==> config.mk <==
export PLATFORM = sky130hd
export DESIGN_NAME = mch_cordic
export DESIGN_NICKNAME = d
export VERILOG_FILES = /design/src/hw/rtl/mch_pkg.sv /design/src/hw/rtl/mch_cordic.sv
export SDC_FILE = /design/constraint.sdc
export NUM_CORES = 2
export LEC_CHECK = 0
export BUFFER_PORTS_ARGS = -buffer_cell sky130_fd_sc_hd__buf_2
export CAP_MARGIN = 10
export CORE_ASPECT_RATIO = 0.6
export CORE_MARGIN = 3
export CORE_UTILIZATION = 33
export CTS_BUF_LIST = sky130_fd_sc_hd__clkbuf_2
export DETAILED_ROUTE_END_ITERATION = 6
export REMOVE_ABC_BUFFERS = 1
export SLEW_MARGIN = 30
export SYNTH_ARGS = -nofsm -noshare
export SYNTH_HDL_FRONTEND = slang
export SYNTH_SLANG_ARGS = --single-unit
==> constraint.sdc <==
create_clock -name clock -period 7.8 [get_ports clock]
set_input_delay 1.17 -clock clock [delete_from_list [all_inputs] [get_ports clock]]
set_output_delay 1.17 -clock clock [all_outputs]
set_load 0.005 [all_outputs]
==> src/hw/rtl/mch_pkg.sv <==
// Shared types, constants and helper functions for the magnetometer heading block.
package mch_pkg;

   // One raw magnetometer sample: low byte first for each axis.
   typedef struct packed {
      logic [7:0] x_low_byte;
      logic [7:0] x_high_byte;
      logic [7:0] y_low_byte;
      logic [7:0] y_high_byte;
      logic [7:0] z_low_byte;
      logic [7:0] z_high_byte;
   } req_type;

   // One calibrated sample with its compass heading.
   typedef struct packed {
      logic signed [15:0] cal_x;
      logic signed [15:0] cal_y;
      logic signed [15:0] cal_z;
      logic [16:0]        heading;
   } rsp_type;

   // Configuration register indexes.
   localparam int CSR_INDEX_W = 2;
   typedef enum logic [CSR_INDEX_W-1:0] {
      CSR_FUSE_X = 2'd0,
      CSR_FUSE_Y = 2'd1,
      CSR_FUSE_Z = 2'd2
   } csr_index_type;

   localparam logic [7:0] FUSE_RESET = 8'd128;

   // Heading codes in 1/256 degree units.
   localparam logic [16:0] HEAD_090 = 17'd23040;
   localparam logic [16:0] HEAD_180 = 17'd46080;
   localparam logic [16:0] HEAD_270 = 17'd69120;
   localparam logic [16:0] HEAD_360 = 17'd92160;

   // Internal angle width (2^-16 degree units, signed) and vector width.
   localparam int ZW = 26;
   localparam int XW = 35;
   localparam logic signed [ZW-1:0] Z_180 = 26'sd11796480;
   localparam logic signed [ZW-1:0] Z_360 = 26'sd23592960;

   // Arctangent of 2^-i in 2^-16 degree units.
   localparam int ATAN_ENTRIES = 24;
   localparam logic [21:0] ATAN_TAB [ATAN_ENTRIES] = '{
      22'd2949120, 22'd1740967, 22'd919879, 22'd466945, 22'd234379, 22'd117304,
      22'd58666,   22'd29335,   22'd14668,  22'd7334,   22'd3667,   22'd1833,
      22'd917,     22'd458,     22'd229,    22'd115,    22'd57,     22'd29,
      22'd14,      22'd7,       22'd4,      22'd2,      22'd1,      22'd0
   };

   // Stages in front of and behind the rotation stages.
   localparam int CAL_STAGES  = 2;
   localparam int HEAD_EXTRA  = 3;

   // Number of rotation stages actually built.
   function automatic int cordic_iters(input int steps);
      return (steps > ATAN_ENTRIES) ? ATAN_ENTRIES : steps;
   endfunction

   // Cycles from an accepted beat to its result strobe.
   function automatic int pipe_latency(input int steps);
      return CAL_STAGES + HEAD_EXTRA + cordic_iters(steps);
   endfunction

endpackage

==> src/hw/rtl/mch_cordic.sv <==
// Pipelined vectoring CORDIC that turns calibrated x and y into a compass heading.
module mch_cordic import mch_pkg::*; #(
   parameter int ANGLE_STEPS = 16
) (
   input  logic               clock,
   input  logic               reset,
   input  logic               in_valid,
   input  logic signed [15:0] in_x,
   input  logic signed [15:0] in_y,
   output logic               out_valid,
   output logic [16:0]        out_heading
);

   localparam int ITER = cordic_iters(ANGLE_STEPS);

   // Axis cases that bypass the rotation.
   typedef enum logic [2:0] {
      SPC_NONE,
      SPC_EAST,
      SPC_WEST,
      SPC_NORTH,
      SPC_SOUTH
   } spc_type;

   logic                 vld_ff [ITER+1];
   logic signed [XW-1:0] x_ff   [ITER+1];
   logic signed [XW-1:0] y_ff   [ITER+1];
   logic signed [ZW-1:0] z_ff   [ITER+1];
   spc_type              spc_ff [ITER+1];

   logic signed [XW-1:0] x_in;
   logic signed [XW-1:0] y_in;
   logic signed [ZW-1:0] z_in;
   spc_type              spc_in;

   // Prepare: scale by 2^16, fold the left half plane into the right one,
   // and seed the angle with the base angle plus 180 degrees.
   always_comb begin
      x_in = {{(XW-32){in_x[15]}}, in_x, 16'h0000};
      y_in = {{(XW-32){in_y[15]}}, in_y, 16'h0000};
      z_in = Z_180;
      if (in_x[15]) begin
         x_in = -x_in;
         y_in = -y_in;
         z_in = in_y[15] ? '0 : Z_360;
      end
      if (in_y == 16'sd0) begin
         spc_in = in_x[15] ? SPC_WEST : SPC_EAST;
      end else if (in_x == 16'sd0) begin
         spc_in = in_y[15] ? SPC_SOUTH : SPC_NORTH;
      end else begin
         spc_in = SPC_NONE;
      end
   end

   always_ff @(posedge clock) begin
      if (reset) begin
         vld_ff[0] <= 1'b0;
      end else begin
         vld_ff[0] <= in_valid;
      end
      x_ff[0]   <= x_in;
      y_ff[0]   <= y_in;
      z_ff[0]   <= z_in;
      spc_ff[0] <= spc_in;
   end

   // One rotation per stage; shifts floor toward minus infinity.
   for (genvar i = 0; i < ITER; i++) begin : g_rot
      localparam logic signed [ZW-1:0] ANG = ZW'(ATAN_TAB[i]);
      always_ff @(posedge clock) begin
         if (reset) begin
            vld_ff[i+1] <= 1'b0;
         end else begin
            vld_ff[i+1] <= vld_ff[i];
         end
         if (y_ff[i] > 0) begin
            x_ff[i+1] <= x_ff[i] + (y_ff[i] >>> i);
            y_ff[i+1] <= y_ff[i] - (x_ff[i] >>> i);
            z_ff[i+1] <= z_ff[i] + ANG;
         end else begin
            x_ff[i+1] <= x_ff[i] - (y_ff[i] >>> i);
            y_ff[i+1] <= y_ff[i] + (x_ff[i] >>> i);
            z_ff[i+1] <= z_ff[i] - ANG;
         end
         spc_ff[i+1] <= spc_ff[i];
      end
   end

   logic        clp_vld_ff;
   logic [24:0] clp_t_ff;
   spc_type     clp_spc_ff;
   logic        out_vld_ff;
   logic [16:0] out_head_ff;
   logic [25:0] rnd_sum;

   // Clamp the angle to the 0 to 360 degree range.
   always_ff @(posedge clock) begin
      if (reset) begin
         clp_vld_ff <= 1'b0;
      end else begin
         clp_vld_ff <= vld_ff[ITER];
      end
      if (z_ff[ITER] < 0) begin
         clp_t_ff <= '0;
      end else if (z_ff[ITER] > Z_360) begin
         clp_t_ff <= Z_360[24:0];
      end else begin
         clp_t_ff <= z_ff[ITER][24:0];
      end
      clp_spc_ff <= spc_ff[ITER];
   end

   // Round to 1/256 degree, or take the fixed heading of an axis case.
   assign rnd_sum = {1'b0, clp_t_ff} + 26'd128;

   always_ff @(posedge clock) begin
      if (reset) begin
         out_vld_ff <= 1'b0;
      end else begin
         out_vld_ff <= clp_vld_ff;
      end
      unique case (clp_spc_ff)
         SPC_EAST:  out_head_ff <= HEAD_180;
         SPC_WEST:  out_head_ff <= HEAD_360;
         SPC_NORTH: out_head_ff <= HEAD_270;
         SPC_SOUTH: out_head_ff <= HEAD_090;
         default:   out_head_ff <= rnd_sum[24:8];
      endcase
   end

   assign out_valid   = out_vld_ff;
   assign out_heading = out_head_ff;

endmodule

[Yosys cells after proc, flatten, opt, wreduce, memory -nomap -nowiden]
Memories as Yosys holds them, arrays and structs flattened. A register that Yosys moved wholly into a read port is not among the register bits.
Index checks and enable logic that the tools add are counted.
W data, S select, Z words.
Storage, ports and cells
  register bits after elaboration: 43
  RAM bits: 1700
  output and inout bits: 18
  memories: 5
Memories
  x_ff: words 17, width 35, rd ports 16, clocked after memory_dff 0, wr ports 17, line mch_cordic.sv:26  | logic signed [XW-1:0] x_ff [ITER+1];
  y_ff: words 17, width 35, rd ports 16, clocked after memory_dff 0, wr ports 17, line mch_cordic.sv:27  | logic signed [XW-1:0] y_ff [ITER+1];
  z_ff: words 17, width 26, rd ports 17, clocked after memory_dff 0, wr ports 17, line mch_cordic.sv:28  | logic signed [ZW-1:0] z_ff [ITER+1];
  spc_ff: words 17, width 3, rd ports 17, clocked after memory_dff 1, wr ports 17, line mch_cordic.sv:29  | spc_type spc_ff [ITER+1];
  vld_ff: words 17, width 1, rd ports 17, clocked after memory_dff 1, wr ports 17, line mch_cordic.sv:25  | logic vld_ff [ITER+1];
Cells by class
  add/subtract/negate cells: 98
  $lt $le $gt $ge: 18
  eq/ne operators: 4
  muxes and demuxes: 126
  bitwise operators: 65
  reductions and logical operators: 3
Operator list (number)
  $mux W35: 34
  $gt A35 B1 Y1 const B: 16
  $mux W26: 16
  $mux W25: 3
  $add A35 B20 Y35: 2
  $add A35 B21 Y35: 2
  $add A35 B22 Y35: 2
  $add A35 B23 Y35: 2
  $add A35 B24 Y35: 2
  $add A35 B25 Y35: 2
  $add A35 B26 Y35: 2
  $add A35 B27 Y35: 2
  $add A35 B28 Y35: 2
  $add A35 B29 Y35: 2
  $add A35 B30 Y35: 2
  $add A35 B31 Y35: 2
  $add A35 B32 Y35: 2
  $add A35 B33 Y35: 2
  $add A35 B34 Y35: 2
  $neg A32 Y35: 2
  $sub A35 B20 Y35: 2
  $sub A35 B21 Y35: 2
  $sub A35 B22 Y35: 2
  $sub A35 B23 Y35: 2
  other kinds (58): 205

[Logic depth before layout (Yosys ltp)]
An unclocked memory read counts as a cell.
  depth after elaboration: 5
  depth in mapped cells: 26
  depth with buffers taken out: 24

[Least setup slack after synthesis]
No wires, ideal clock.
  path kind: register to register
  start point: memory y_ff[8][8]
  end point: memory x_ff[9][15]
  setup time: 0.106 ns
  arrival: 5.971 ns
  data required time: 7.694 ns
  slack: 1.723 ns
  cell stages (with the launch flop): 25
  buffers on the path: 1
  clock period less this slack: 6.077 ns
  cell sequence: dfxtp_1 -> inv_1 -> ha_1 -> or4b_1 -> or4_1 -> or3_1 -> or4_4 -> nor3_4 -> nor4b_4 -> a21oi_2 -> clkinv_4 -> buf_6 -> mux2i_1 -> ha_1 -> nor2b_1 -> o21ai_0 -> a21boi_0 -> o211a_1 -> o21a_1 -> o21a_1 -> o21ai_0 -> a21oi_1 -> o21a_1 -> or4b_2 -> o311ai_0
RTL lines (line)
  from (decl): mch_cordic.sv:27
  to (decl): mch_cordic.sv:26

==> flow_summary.json <==
{
  "cts_made_buffers": 351,
  "r2r-end": "x_ff[8][34]$_DFF_P_",
  "ctsHoldBuffers": 95,
  "hold_path.class": "flop to flop",
  "setup_viol": 0,
  "ioPinCount": 53,
  "clkLatencyLatePin_ns": 1.80,
  "hpwl_um": 229000,
  "path_clk_slew_ns": 0.12,
  "synthArstFlopShare_pct": 0,
  "fin_setup_tns_ns": 0,
  "die_area_mm2": 0.302,
  "viasPerCell": 5.28,
  "critPathKind": "flop to flop",
  "rrSetupSlack_ns": 0.43,
  "path_max_fanout": 10,
  "dr_total_vias": 84300,
  "dp.cells": 15200,
  "drc": 0,
  "gp_congestion": 0.955,
  "antenna_found_initial": 20,
  "drt_iter0_markers": 8069,
  "grt_overflow_total": 0,
  "fp.dieH_um": 427,
  "drtPass1Iterations": 6,
  "ys.flop_type": "dfxtp_1",
  "hold_viol": 0,
  "syn_area_mm2": 0.0974,
  "stdcell_count": 16000,
  "final_max_slew_viol_count": 0,
  "worstSetupStartpoint": "y_ff[7][14]$_DFF_P_",
  "postCtsSetupBuffers": 0,
  "utilization_pct": 36.7,
  "crit_path_end_kind": "flop",
  "grt_pass1_vias": 76300,
  "tightest_slew_ns": 1.10,
  "max_slew_margin_pct": 26.2,
  "cts_tree": "built",
  "min_period_over_period_pct": 94.4,
  "clkSinkCount": 1392,
  "rsz0062_at_grt": "no",
  "wl_per_cell_um": 17.8,
  "grt_pass1_wl_um": 443000,
  "die_width_um": 707,
  "reg2reg_from": "y_ff[7][14]$_DFF_P_",
  "maxCapViolCount": 0,
  "nets": 13100,
  "status": "finished clean",
  "synth_edf_count": 0,
  "clock_skew_ns": 0.305,
  "ys_ff_latch": 1392,
  "syn_inst": 11400,
  "initial_core_util_pct": 33.4,
  "port_buffers": 52,
  "grt_max_degree": 54,
  "routed_wirelength_um": 284000,
  "track_usage_pct": 18.2,
  "rr_worst_depth": 22,
  "ys_warn_count": 0,
  "fp-row-count": 153,
  "worstPathRequired_ns": 9.35,
  "yosysSeqAreaShare_pct": 28.6,
  "worst_hold_slack_ns": 0.281,
  "drt.antenna.violating_nets": 0,
  "crit_arrival_ns": 8.92,
  "synth.avg_cell_area_um2": 8.54,
  "ctsResizeCount": 0,
  "yosysUniqueCellTypes": 97,
  "clockBufferDepth": 4,
  "area_growth_pct": 9.76,
  "fin_crit_ns": 7.37,
  "endpoint": "x_ff[8][34]$_DFF_P_",
  "drive_gt1_share_pct": 6.85,
  "start_kind": "flop",
  "h-tree-depth": 5,
  "max_freq_ghz": 0.136,
  "cts_root_buffer": "clkbuf_2",
  "core_area_mm2": 0.292,
  "fillers": 30100
}
-- worst max-delay path, stage by stage (launching register included) --
cell	delay, ns
dfxtp_1	0.39
nor4_1	0.28
and3_1	0.34
nand2_1	0.24
or4_1	0.61
nor2_1	0.27
and3_1	0.40
nor2_4	0.15
clkinv_1	0.10
nor2_1	0.05
xnor2_1	0.22
ha_1	0.33
a21oi_1	0.26
o22ai_1	0.18
o41ai_1	0.79
a21oi_1	0.27
o21ai_0	0.51
a41oi_1	0.26
or4_1	0.49
and3_1	0.18
a2111oi_0	0.65
a21oi_1	0.18
xnor2_1	0.16
-- placed cells by master (no fill, tap or decap), types with 147 or more instances in the layout --
cell | netlist | final
a21o_1 | 455 | 455
a21oi_1 | 957 | 955
and3_1 | 149 | 149
clkbuf_2 | 2 | 468
dfxtp_1 | 1392 | 1392
ha_1 | 1222 | 1222
inv_1 | 483 | 482
nand2_1 | 678 | 678
nand3_1 | 260 | 260
nor2_1 | 927 | 921
nor2b_1 | 149 | 147
nor3_1 | 334 | 332
o21ai_0 | 631 | 629
o31ai_1 | 168 | 168
xnor2_1 | 1128 | 1128
xor2_1 | 534 | 534
-- flip-flops by register name, indices dropped and copies added, names as in the netlist --
signal	cells
out_heading	17
clp_vld_ff	1
clp_t_ff	18
vld_ff	17
z_ff	373
y_ff	483
clp_spc_ff	3
spc_ff	51
x_ff	428
out_valid	1
-- Yosys cell counts (all sizes together) (34+ instances only) --
master,instances,area (µm²)
nor4,117,751
a21o,455,3420
xor2,534,4680
o211ai,47,358
nand2,682,2570
a211oi,79,593
o21bai,141,1060
and2,83,519
a31o,58,508
a21oi,958,4800
a211o,34,298
o41ai,62,551
or4,70,529
dfxtp,1392,27900
clkbuf,131,494
o31ai,168,1260
nor3,335,1690
nor2,927,3480
o21a,144,1080
ha,1222,15300
inv,486,1820
and3,149,932
or3,127,795
xnor2,1129,9900
nand3,260,1300
nand4,58,369
or2,49,307
nand2b,142,888
o21ai,637,3200
a31oi,90,563
a21boi,39,293
nor2b,149,932
-- per-stage QoR --
| step | cell area [µm²] | worst slack [ns] |
|---|---|---|
| 4_1_cts | 107000 | 0.707 |
| 5_1_grt | 107000 | 0.0698 |
| 3_5_place_dp | 103000 | 0.705 |
| 6_report | 107000 | 0.434 |
| 3_3_place_gp | 102000 | 0.691 |
| 2_1_floorplan | 96800 | 0.595 |
-- kinds of logic after synthesis --
group / after synthesis / synth area share, %
AO/OA/AOI/OAI: 3152 / 20.7
other: 1 / 0.00385
buffers and inverters: 646 / 2.53
XOR/XNOR: 1663 / 15.0
AND/OR/NAND/NOR: 3254 / 16.4
multiplexers: 40 / 0.421
flip-flops: 1392 / 28.6
adder cells (fa/ha/maj): 1255 / 16.4
-- area by class of cell --
type	count	area [µm²]	area share, %
clock buffer	468	2340	2.19
tap	3875	4850	4.54
antenna	14	35.0	0.0328
timing repair buffer	215	1720	1.61
multi-input combinational	9367	67200	62.9
sequential	1392	27900	26.1
clock inverter	144	1020	0.953
inverter	491	1850	1.73
-- how the worst min path moves through the flow --
stage                                startpoint                      to  slack [ns]  cells after the start
after floorplan           spc_ff[16][0]$_DFF_P_   clp_spc_ff[0]$_DFF_P_        0.31                      0
after global placement     spc_ff[7][0]$_DFF_P_    spc_ff[8][0]$_DFF_P_        0.31                      0
after detailed placement  spc_ff[13][1]$_DFF_P_   spc_ff[14][1]$_DFF_P_        0.31                      0
after CTS                               in_x[9]  x_ff[0][31]$_SDFF_PN0_        0.01                      5
after global routing                    in_x[7]  x_ff[0][31]$_SDFF_PN0_        0.14                      5
final                      spc_ff[8][1]$_DFF_P_    spc_ff[9][1]$_DFF_P_        0.28                      0
-- per-layer routing --
layer,wire [µm],vias up,part of all wire [%],GRT usage (%)
li1,-,42100,-,-
met1,157000,38800,55,30.8
met2,89600,3007,32,20.7
met3,33000,347,12,5.96
met4,4200,24,1.5,3.40
met5,208,-,0.073,0.176
Power is not shown: default switching activity piles up to over one toggle a cycle in this logic, so the estimate is an artifact.
